[src/hw/rtl/block_average_downsample_macros.svh]
// Assertion macros shared by the block average downsampler RTL.
// Depends on nothing; included by the files that assert.
`ifndef BLOCK_AVERAGE_DOWNSAMPLE_MACROS_SVH
`define BLOCK_AVERAGE_DOWNSAMPLE_MACROS_SVH

`ifndef ASSERT_OFF
`define BAVG_ASSERT_IMPLY(lbl, clk, rst, ante, cons) \
  lbl: assert property (@(posedge clk) disable iff (rst) (ante) |-> (cons)) \
    else $error("assertion failed");
`define BAVG_ASSERT_NEXT(lbl, clk, rst, ante, cons) \
  lbl: assert property (@(posedge clk) disable iff (rst) (ante) |=> (cons)) \
    else $error("assertion failed");
`else
`define BAVG_ASSERT_IMPLY(lbl, clk, rst, ante, cons)
`define BAVG_ASSERT_NEXT(lbl, clk, rst, ante, cons)
`endif

`endif

[src/hw/rtl/bavg_pkg.sv]
// Shared constants, register indexes and control structs of the block
// average downsampler. Depends on nothing.
`default_nettype none

package bavg_pkg;

  localparam int MAX_OVER_COLS = 4096;
  localparam int COL_W         = $clog2(MAX_OVER_COLS);
  localparam int ROW_LIMIT     = 4096;
  localparam int ROW_W         = $clog2(ROW_LIMIT);
  localparam int MAX_SCALE     = 16;
  localparam int SUB_W         = $clog2(MAX_SCALE);
  localparam int SAMPLE_W      = 32;
  localparam int ACC_W         = 40;
  localparam int DSR_W         = 9;
  localparam int QCNT_W        = $clog2(ACC_W);
  localparam int DIM_W         = 13;
  localparam int PAD_W         = 11;
  localparam int SCALE_W       = 5;
  localparam int START_W       = 14;
  localparam int MAIN_W        = 15;
  localparam int ADDR_W        = 28;
  localparam int AVG_W         = 32;
  localparam int CFG_IDX_W     = 3;
  localparam int CFG_DATA_W    = 15;

  typedef enum logic [CFG_IDX_W-1:0] {
    REG_OVER_COLS = 3'd0,
    REG_OVER_ROWS = 3'd1,
    REG_PAD_COLS  = 3'd2,
    REG_PAD_ROWS  = 3'd3,
    REG_SCALE     = 3'd4,
    REG_START_COL = 3'd5,
    REG_START_ROW = 3'd6,
    REG_MAIN_COLS = 3'd7
  } cfg_reg_t;

  typedef enum logic [1:0] {
    DIV_AVG = 2'd0,
    DIV_COL = 2'd1,
    DIV_ROW = 2'd2
  } div_sel_t;

  typedef struct packed {
    logic     accept;
    logic     acc_write;
    logic     div_start;
    div_sel_t div_sel;
    logic     load_col;
    logic     load_row;
    logic     out_load;
  } cmd_t;

  typedef struct packed {
    logic emit;
    logic div_done;
    logic out_free;
  } status_t;

endpackage

`default_nettype wire

[src/hw/rtl/bavg_ctrl.sv]
// Controller state machine: sequences accumulation, the averaging divide
// and the counter recalculation after configuration writes. Uses bavg_pkg.
`default_nettype none

module bavg_ctrl (
  input  wire logic                clk,
  input  wire logic                rst,
  input  wire logic                cfg_write,
  input  wire logic                in_valid,
  output logic                     in_ready,
  input  wire bavg_pkg::status_t   status,
  output bavg_pkg::cmd_t           cmd
);
  import bavg_pkg::*;

  typedef enum logic [8:0] {
    S_IDLE      = 9'b000000001,
    S_ACC       = 9'b000000010,
    S_AVG_START = 9'b000000100,
    S_AVG_WAIT  = 9'b000001000,
    S_OUT       = 9'b000010000,
    S_COL_START = 9'b000100000,
    S_COL_WAIT  = 9'b001000000,
    S_ROW_START = 9'b010000000,
    S_ROW_WAIT  = 9'b100000000
  } state_t;

  state_t state, state_next;
  logic   dirty;

  assign in_ready = (state == S_IDLE) && !dirty;

  always_comb begin
    state_next    = state;
    cmd           = '0;
    cmd.div_sel   = DIV_AVG;
    cmd.accept    = in_ready && in_valid;
    unique case (state)
      S_IDLE: begin
        if (dirty) begin
          state_next = S_COL_START;
        end else if (in_valid) begin
          state_next = S_ACC;
        end
      end
      S_ACC: begin
        cmd.acc_write = 1'b1;
        state_next    = status.emit ? S_AVG_START : S_IDLE;
      end
      S_AVG_START: begin
        cmd.div_start = 1'b1;
        state_next    = S_AVG_WAIT;
      end
      S_AVG_WAIT: begin
        if (status.div_done) begin
          state_next = S_OUT;
        end
      end
      S_OUT: begin
        if (status.out_free) begin
          cmd.out_load = 1'b1;
          state_next   = S_IDLE;
        end
      end
      S_COL_START: begin
        cmd.div_start = 1'b1;
        cmd.div_sel   = DIV_COL;
        state_next    = S_COL_WAIT;
      end
      S_COL_WAIT: begin
        cmd.div_sel = DIV_COL;
        if (status.div_done) begin
          cmd.load_col = 1'b1;
          state_next   = S_ROW_START;
        end
      end
      S_ROW_START: begin
        cmd.div_start = 1'b1;
        cmd.div_sel   = DIV_ROW;
        state_next    = S_ROW_WAIT;
      end
      S_ROW_WAIT: begin
        cmd.div_sel = DIV_ROW;
        if (status.div_done) begin
          cmd.load_row = 1'b1;
          state_next   = S_IDLE;
        end
      end
      default: state_next = S_IDLE;
    endcase
  end

  always_ff @(posedge clk) begin
    if (rst) begin
      state <= S_IDLE;
      dirty <= 1'b0;
    end else begin
      state <= state_next;
      if (cfg_write) begin
        dirty <= 1'b1;
      end else if (state == S_IDLE) begin
        dirty <= 1'b0;
      end
    end
  end

endmodule

`default_nettype wire
[config.mk]
export PLATFORM = sky130hd
export DESIGN_NAME = bavg_ctrl
export DESIGN_NICKNAME = d
export VERILOG_FILES = /design/src/hw/rtl/block_average_downsample_macros.svh /design/src/hw/rtl/bavg_pkg.sv /design/src/hw/rtl/bavg_ctrl.sv
export SDC_FILE = /design/constraint.sdc
export NUM_CORES = 1
export LEC_CHECK = 0
export ABC_AREA = 0
export CAP_MARGIN = 20
export CELL_PAD_IN_SITES_DETAIL_PLACEMENT = 0
export CELL_PAD_IN_SITES_GLOBAL_PLACEMENT = 1
export CORE_AREA = 2 2 51 53
export DETAILED_ROUTE_END_ITERATION = 10
export DIE_AREA = 0 0 53 55
export DONT_BUFFER_PORTS = 1
export GPL_TIMING_DRIVEN = 0
export PLACE_DENSITY_LB_ADDON = 0.25
export SLEW_MARGIN = 20
export SYNTH_ARGS = -nofsm -noshare
export SYNTH_HDL_FRONTEND = slang
export SYNTH_SLANG_ARGS = --single-unit
[constraint.sdc]
create_clock -name clk -period 2.9 [get_ports clk]
set_clock_uncertainty 0.05 [all_clocks]
set_input_delay 0.29 -clock clk [delete_from_list [all_inputs] [get_ports clk]]
set_output_delay 0.29 -clock clk [all_outputs]
set_load 0.01 [all_outputs]
; ---- After elaboration in Yosys (flattened, before gate mapping)
; Index checks and enable logic that the tools add are counted.
[totals]
elab_cells = 42
reg_bits = 10
[classes]
n_eq_ne = 14
n_mux = 18
n_reduce_logical = 8
[op_table]
columns = operator, n
row1 = 9-bit one-hot mux with 9 select lines, 1
row2 = 9-bit two-way mux, 6
row3 = "9-bit by 1-bit == test with 1-bit output, second input constant", 1
row4 = "9-bit by 2-bit == test with 1-bit output, second input constant", 1
row5 = "9-bit by 3-bit == test with 1-bit output, second input constant", 1
row6 = "9-bit by 4-bit == test with 1-bit output, second input constant", 1
row7 = "9-bit by 5-bit == test with 1-bit output, second input constant", 1
row8 = "9-bit by 6-bit == test with 1-bit output, second input constant", 1
row9 = "9-bit by 7-bit == test with 1-bit output, second input constant", 1
row10 = "9-bit by 8-bit == test with 1-bit output, second input constant", 1
row11 = "9-bit == test, second input constant", 1
row12 = 1-bit two-way mux, 9
row13 = "2-bit != test, second input constant", 4
row14 = 5-bit AND reduction, 1
row15 = 2-bit one-hot mux with 2 select lines, 1
row16 = 2-bit OR reduction, 2
row17 = 3-bit two-way mux, 1
row18 = "3-bit != test, second input constant", 1
row19 = 3-bit OR reduction, 1
row20 = 1-bit logical AND, 2
row21 = 2-bit nonzero test, 1
row22 = 1-bit logical NOT, 1

; ---- Depth between registers and ports, before layout
; Gate-level depths: netlist of run 1.
[logic_depth]
ltp_word = 3
mapped_depth = 6
mapped_depth_nobuf = 5

; ---- Least setup slack after synthesis of run 1
; No wires, ideal clock.
[synth_path]
kind = register to output
startpoint = register state[2]
endpoint = output cmd[7] in the netlist's numbering
setup_slack_ns = 1.163
path_stages_with_launch = 6
required_ns = 2.560
t_arrival_ns = 1.397
path_cell_list = dfxtp_1 clkbuf_8 nor4_2 nand4b_1 nor2_1 and2_1
[synth_lines]
columns = item, line_no
row1 = from (decl), bavg_ctrl.sv:28  ; state_t state, state_next;
row2 = from (signal assigned), bavg_ctrl.sv:98  ; state <= state_next;
row3 = to (decl), bavg_ctrl.sv:12  ; output bavg_pkg::cmd_t cmd

==> tab_implementation.tex, run 1 <==
\begin{tabular}{lr}
\hline
Metric & Value \\
\hline
\multicolumn{2}{l}{\textbf{Status}} \\
\quad Outcome & completed \\
\multicolumn{2}{l}{\textbf{Floorplanning}} \\
\quad Initial standard-cell utilization of the core & 0.289 \\
\quad Vert. Die Dim & 55 um \\
\quad Placement Rows & 18 \\
\quad Die outline width & 53 um \\
\quad Die outline area & 0.00292 mm2 \\
\quad Top-level I/O count & 16 \\
\quad Placeable core region & 0.00236 mm2 \\
\multicolumn{2}{l}{\textbf{Critical path}} \\
\quad Worst setup path endpoint & cmd[7] \\
\quad Slowest library cell on the worst path & nor4\_2 \\
\quad End of the worst register-to-register path & state[0] \\
\quad Number of buffer and inverter instances along the worst setup path & 1 \\
\quad Startpoint of the lowest-slack register-to-register path & state[2] \\
\quad Slowest cell delay on critical path & 0.35 ns \\
\quad Cell type group with the largest total delay on the critical path & simple AND/OR/NAND/NOR gates \\
\quad Element type at the critical path start & flip-flop \\
\quad Worst setup path startpoint & state[2] \\
\quad Worst reg-to-reg path cell count & 6 \\
\quad Worst Path Max Fanout & 9 \\
\quad Category of the worst setup path capture point & output port \\
\quad Data arrival time of the critical path & 1.87 ns \\
\quad Critical setup path kind & reg -> out \\
\quad Reg2Reg Setup Slack & 1.12 ns \\
\quad Critical path, cell by cell & clkbuf\_8 > nor4\_2 > nand4b\_1 > nor2\_1 > and2\_1 \\
\quad Required arrival time at the worst endpoint & 2.56 ns \\
\quad Cell depth of the worst setup path & 5 \\
\multicolumn{2}{l}{\textbf{Synth}} \\
\quad Seq cells post-synth & 10 \\
\quad Mux cell area share after synthesis & 0 \\
\quad Number of cells produced by synthesis & 79 \\
\quad Synthesized-area fraction occupied by ao, oa, aoi and oai cells & 0.115 \\
\quad Async set or reset register ratio after synthesis & 0 \\
\quad Yosys warning count & 0 \\
\quad Post-synth EDFFs & 0 \\
\quad Post-synthesis simple-gate area fraction & 0.439 \\
\quad Xor and xnor area share after synthesis & 0.0384 \\
\quad Portion of the post-synthesis area used by sequential elements & 0.293 \\
\quad Synth Area in Adders & 0 \\
\quad Average footprint of a synthesized cell & 8.66 um2 \\
\quad Largest family of logic cells by synthesized area & simple AND/OR/NAND/NOR gates \\
\quad Synth cell types & 32 \\
\quad Netlist Area Pre-Place & 684 um2 \\
\quad Synth Net Count & 86 \\
\quad Flip-flop cell with the highest count after synthesis & dfxtp\_1 \\
\multicolumn{2}{l}{\textbf{Detailed routing}} \\
\quad First DRT Iteration DRCs & 11 \\
\quad Wire per inst & 13.9 um \\
\quad Via Count & 596 \\
\quad DR WL met3 & 78 um \\
\quad Number of antenna-violating nets in the routed design & 0 \\
\quad Uppermost layer routed & met4 \\
\quad TritonRoute pass-1 iters & 4 \\
\quad Total length of routed wires & 1570 um \\
\quad Vias per cell & 5.27 \\
\quad DRC violations left & 0 \\
\quad Met2 wire length & 684 um \\
\quad Length of routed wiring on met1 & 777 um \\
\multicolumn{2}{l}{\textbf{Power}} \\
\quad Power per cell area & 471 mW/mm2 \\
\quad Max rail drop VDD & 224 uV \\
\quad P\_leak & 0.291 nW \\
\quad Post-layout power & 0.000357 W \\
\multicolumn{2}{l}{\textbf{STA}} \\
\quad Worst relative slew slack & 0.629 \\
\quad Slew at the pin closest to its max-slew limit & 0.551 ns \\
\quad Final critical-path share of the clock period & 0.762 \\
\quad Fmax & 0.453 GHz \\
\quad Final Max Tran Viols & 0 \\
\quad Aggregate negative setup slack & 0 ns \\
\quad Final min period & 2.21 ns \\
\quad Final setup margin & 0.691 ns \\
\quad Number of hold violations in the final report & 0 \\
\quad Number of setup violations in the final report & 0 \\
\quad RSZ-0062 raised after global routing & false \\
\multicolumn{2}{l}{\textbf{Placement}} \\
\quad Buffers on Ports & 0 \\
\quad Placer congestion estimate & 0.735 \\
\quad DP Wirelength & 1150 um \\
\quad Worst Setup Slack post-DPL & 0.990 ns \\
\quad Total cell area at the placement stage & 722 um2 \\
\multicolumn{2}{l}{\textbf{Global routing}} \\
\quad Pin count of the biggest net entering global routing & 11 \\
\quad Grt ovf & 0 \\
\quad Vias in the first global route & 540 \\
\quad Global-route wire length before repair & 2530 um \\
\quad Initial antenna violation count & 0 \\
\quad Overall fraction of global-route tracks in use & 0.125 \\
\multicolumn{2}{l}{\textbf{Clock network}} \\
\quad CTS tree & yes \\
\quad CTS Root Cell & clkbuf\_4 \\
\quad \# clock sinks & 10 \\
\quad Worst skew pair latency & 0.27 ns \\
\quad Cts-stage hold buffer count & 0 \\
\quad Number of buffers created by CTS & 3 \\
\quad H-tree lvl count & 1 \\
\quad Clock-pin slew of the registers on the worst-case setup and hold paths & 0.07 ns \\
\quad Buffers from clock root to sink, at most & 2 \\
\quad Gates resized, CTS repair & 0 \\
\quad Setup Buffers After CTS & 0 \\
\multicolumn{2}{l}{\textbf{Layout}} \\
\quad Post-synthesis to final-layout area growth & 10.8\% \\
\quad Layout Cell Area excl Fill & 758 um2 \\
\quad Nets@finish & 91 \\
\quad Layout cell share with drive strength beyond 1 & 0.205 \\
\quad \# fillers & 258 \\
\quad Antenna fix cells & 0 \\
\multicolumn{2}{l}{\textbf{Flow run}} \\
\quad Max\_cap viols & 0 \\
\multicolumn{2}{l}{\textbf{Hold path}} \\
\quad Class of the worst hold path & in -> reg \\
\hline
\end{tabular}
-- cell usage in the layout (no fill, tap or decap), types with 2 or more instances in the layout --
cell | synthesis | final
nor3_1 | 6 | 6
o21ai_0 | 2 | 2
nor2_1 | 5 | 5
dfxtp_1 | 10 | 10
a21oi_1 | 4 | 4
clkbuf_4 | 0 | 3
inv_1 | 4 | 4
nor4_1 | 4 | 4
nor4b_1 | 2 | 2
xor2_1 | 3 | 3
clkbuf_8 | 3 | 4
nand4b_1 | 2 | 2
buf_6 | 2 | 2
nand3_1 | 5 | 5
nor4_2 | 2 | 2
nand2_1 | 7 | 7
nor3b_1 | 2 | 2
-- layer usage --
layer  GRT usage  up-vias
met3      0.0323        4
li1            -      304
met1       0.165      272
met2       0.183       16
met5           0        -
met4      0.0726        0
-- final cells by class --
class / instances / area, um2 / area share
multi-input cells: 60 / 405 / 0.535
well taps: 30 / 37.5 / 0.0495
plain buffers: 5 / 63.8 / 0.0842
clock buffers: 4 / 36.3 / 0.0479
inverters: 4 / 15.0 / 0.0198
flip-flops and latches: 10 / 200 / 0.264
-- cells in the mapped netlist, drive strengths merged, types with 2 or more instances --
cell type | instances | area [um2]
nor4b | 3 | 41.3
nand2 | 7 | 26.3
dfxtp | 10 | 200
nor4 | 6 | 50.0
nand4b | 2 | 17.5
clkbuf | 3 | 41.3
nand3 | 5 | 25.0
xor2 | 3 | 26.3
o21ai | 2 | 10.0
nor2 | 5 | 18.8
nor3b | 2 | 15.0
a21oi | 4 | 20.0
nor3 | 7 | 40.0
inv | 4 | 15.0
or2b | 2 | 16.3
buf | 2 | 22.5
-- where the power goes --
part           internal (W)  switching (W)  total [W]
Combinational     0.0000288      0.0000410  0.0000698
Clock             0.0000763      0.0000563   0.000133
Sequential         0.000144      0.0000110   0.000155
Total              0.000249       0.000108   0.000357
-- logic make-up (layout without fill, tap and decap cells) --
| logic type | after synthesis | count (layout) |
|---|---|---|
| DFF | 10 | 10 |
| and+or+nand+nor | 45 | 45 |
| xor gates and xnor gates | 3 | 3 |
| AOI/OAI and AO/OA | 12 | 12 |
| buffers and inverters | 9 | 13 |
-- state kept, by name, indices dropped and copies added (netlist names) --
name   count
state      9
dirty      1
-- through the flow --
stage	utilization	hold WS, ns	instances
6_report	0.321	0.0855	113
5_1_grt	0.321	0.0808	113
4_1_cts	0.321	0.0787	113
3_5_place_dp	0.305	0.368	109
3_3_place_gp	0.305	0.360	109
2_1_floorplan	-	0.357	79
-- worst min-delay path by stage --
stage / from / cells after the start / slack (ns) / end
global placement: cfg_write / 2 / 0.36 / dirty
detailed placement: cfg_write / 2 / 0.37 / dirty
floorplan: cfg_write / 2 / 0.36 / dirty
finish: cfg_write / 2 / 0.09 / dirty
global route: status[2] / 2 / 0.08 / state[2]
CTS: cfg_write / 2 / 0.08 / dirty
No activity file was read; power rests on OpenSTA's default activity.
==> inputs of run 2 (changes only) <==
==> constraint.sdc (replaced) <==
create_clock -name clk -period 2.2 [get_ports clk]
set_clock_uncertainty 0.05 [all_clocks]
set_input_delay 0.22 -clock clk [delete_from_list [all_inputs] [get_ports clk]]
set_output_delay 0.22 -clock clk [all_outputs]
set_load 0.01 [all_outputs]
==> run 2 against run 1 <==
Effect of this change:
- combinational power is 40% higher
- utilization is 0.95 points higher
- flip-flop and latch count stayed put
- largest cell class unchanged
==> tab_implementation.tex, run 2 (synthesis gave the netlist of run 1 again) <==
\begin{tabular}{lr}
\hline
Metric & Value \\
\hline
\multicolumn{2}{l}{\textbf{Layout}} \\
\quad Layout cell share with drive strength beyond 1 & 0.229 (+0.0241) \\
\quad Most common cell after layout, fill and taps aside & dfxtp\_1 \\
\quad Number of flip-flops under the largest register name & 9 (unchanged) \\
\quad Largest reg by FF count & state \\
\quad Post-synthesis to final-layout area growth & 14.1\% \\
\quad Nets@finish & 91 (unchanged) \\
\quad Layout Cell Area excl Fill & 781 um2 (+3.0\%) \\
\quad Registers with the most flip-flops & state: 9 flops, dirty: 1 flops \\
\quad Antenna fix cells & 0 (unchanged) \\
\quad Commonest cells after routing, fill and taps aside & dfxtp\_1 (10), nand2\_1 (7), nor3\_1 (6) \\
\multicolumn{2}{l}{\textbf{Detailed routing}} \\
\quad First DRT Iteration DRCs & 5 (-6) \\
\quad Via Count & 595 (-0.17\%) \\
\quad Total length of routed wires & 1580 um (+0.64\%) \\
\quad DRC violations left & 0 (unchanged) \\
\quad Wire per inst & 14.0 um (+0.64\%) \\
\quad Number of antenna-violating nets in the routed design & 0 (unchanged) \\
\quad Vias per cell & 5.27 (-0.17\%) \\
\quad TritonRoute pass-1 iters & 4 (unchanged) \\
\multicolumn{2}{l}{\textbf{Floorplanning}} \\
\quad Placement Rows & 18 (unchanged) \\
\quad Vert. Die Dim & 55 um (unchanged) \\
\quad Die outline width & 53 um (unchanged) \\
\quad Placeable core region & 0.00236 mm2 (unchanged) \\
\quad Initial standard-cell utilization of the core & 0.289 (unchanged) \\
\quad Top-level I/O count & 16 (unchanged) \\
\quad Die outline area & 0.00292 mm2 (unchanged) \\
\multicolumn{2}{l}{\textbf{STA}} \\
\quad Number of setup violations in the final report & 0 (unchanged) \\
\quad Fmax & 0.493 GHz \\
\quad Number of hold violations in the final report & 0 (unchanged) \\
\quad RSZ-0062 raised after global routing & false \\
\quad Final Max Tran Viols & 0 (unchanged) \\
\quad Slew at the pin closest to its max-slew limit & 0.539 ns (-0.0124 ns) \\
\quad Final critical-path share of the clock period & 0.922 \\
\quad Final setup margin & 0.171 ns (-0.520 ns) \\
\quad Aggregate negative setup slack & 0 ns (unchanged) \\
\quad Worst relative slew slack & 0.638 (+0.00832) \\
\quad Final min period & 2.03 ns \\
\multicolumn{2}{l}{\textbf{Hold path}} \\
\quad Class of the worst hold path & in -> reg \\
\multicolumn{2}{l}{\textbf{Placement}} \\
\quad Worst Setup Slack post-DPL & 0.360 ns (-0.630 ns) \\
\quad Placer congestion estimate & 0.735 (unchanged) \\
\quad Buffers on Ports & 0 (unchanged) \\
\quad Total cell area at the placement stage & 722 um2 (unchanged) \\
\quad DP Wirelength & 1150 um (unchanged) \\
\multicolumn{2}{l}{\textbf{Clock network}} \\
\quad Worst skew pair latency & 0.27 ns (about the same) \\
\quad \# clock sinks & 10 (unchanged) \\
\quad CTS tree & yes \\
\quad Clock-pin slew of the registers on the worst-case setup and hold paths & 0.08 ns (about the same) \\
\quad H-tree lvl count & 1 (unchanged) \\
\quad Buffers from clock root to sink, at most & 2 (unchanged) \\
\quad Cts-stage hold buffer count & 0 (unchanged) \\
\quad Number of buffers created by CTS & 3 (unchanged) \\
\quad CTS Root Cell & clkbuf\_4 \\
\multicolumn{2}{l}{\textbf{Power}} \\
\quad Power per cell area & 614 mW/mm2 (+30\%) \\
\quad Internal power component & 0.000330 W (+33\%) \\
\quad Sequential share of power & 0.428 (-0.005) \\
\quad P\_leak & 0.299 nW (+2.7\%) \\
\quad Switching fraction of total power & 0.311 (+0.00797) \\
\quad Max rail drop VDD & 319 uV (+42\%) \\
\quad Switching pwr & 0.000149 W (+38\%) \\
\quad Clock group share of total power & 0.369 (-0.002) \\
\quad Combinational fraction of design power & 0.203 (+0.008) \\
\multicolumn{2}{l}{\textbf{Critical path}} \\
\quad Data arrival time of the critical path & 1.76 ns (-0.11 ns) \\
\quad Element type at the critical path start & flip-flop \\
\quad Category of the worst setup path capture point & output port \\
\quad Worst Path Max Fanout & 6 (-3) \\
\quad Critical setup path kind & reg -> out \\
\quad Required arrival time at the worst endpoint & 1.93 ns (-0.63 ns) \\
\multicolumn{2}{l}{\textbf{Global routing}} \\
\quad Initial antenna violation count & 0 (unchanged) \\
\quad Vias in the first global route & 540 (unchanged) \\
\quad Grt ovf & 0 (unchanged) \\
\quad Global-route wire length before repair & 2530 um (unchanged) \\
\quad Pin count of the biggest net entering global routing & 11 (unchanged) \\
\quad Overall fraction of global-route tracks in use & 0.125 (unchanged) \\
\multicolumn{2}{l}{\textbf{Status}} \\
\quad Outcome & completed \\
\multicolumn{2}{l}{\textbf{Flow run}} \\
\quad Max\_cap viols & 0 (unchanged) \\
\hline
\end{tabular}
run 2: metal layers:
metal,global-route usage,wire length (um),vias to the layer above,part of all wire
li1,-,-,299,-
met1,0.165,773,278,0.49
met2,0.183,708,14,0.45
met3,0.0323,70,4,0.044
met4,0.0726,25,0,0.016
met5,0,0,-,0
run 2: final cells by class:
type                    count  area (um2)
multi-input cells          60         428
flip-flops and latches     10         200
inverters                   4        15.0
clock buffers               4        36.3
fillers                   264        1580
plain buffers               5        63.8
well taps                  30        37.5
run 2: power by group through the flow:
stage          clock network (W)  registers [W]  logic (W)
2_1_floorplan                  0       0.000204  0.0000762
6_report                0.000177       0.000205  0.0000974
3_5_place_dp                   0       0.000208  0.0000924
3_3_place_gp                   0       0.000208  0.0000920
5_1_grt                 0.000193       0.000207   0.000107
4_1_cts                 0.000181       0.000204  0.0000924
run 2: through the flow:
stage / hold slack, ns / cells / total power [W] / util
after floorplan: 0.287 / 79 / 0.000280 / -
after global placement: 0.290 / 109 / 0.000300 / 0.305
after detailed placement: 0.298 / 109 / 0.000300 / 0.305
after CTS: 0.00867 / 113 / 0.000477 / 0.321
after global routing: 0.0108 / 113 / 0.000508 / 0.330
final: 0.0117 / 113 / 0.000479 / 0.330
run 2: worst max-delay path, cell delays in order, from the launching register on:
cell,delay [ns]
dfxtp_1,0.37
nor3_2,0.38
nand4b_1,0.33
nor2_4,0.21
and2_1,0.20
run 2: final timing paths:
path	end	slack [ns]	start	cells past startpoint
setup reg to reg	state[0]	0.42	state[2]	6
hold reg to reg	state[5]	0.50	dirty	1
setup / recovery	cmd[7]	0.17	state[6]	4
hold / removal	dirty	0.01	cfg_write	2
run 2: repair_timing:
action,in CTS,in global routing
gates resized for setup,0,4
setup buffers,0,0
setup endpoints to repair,0,2
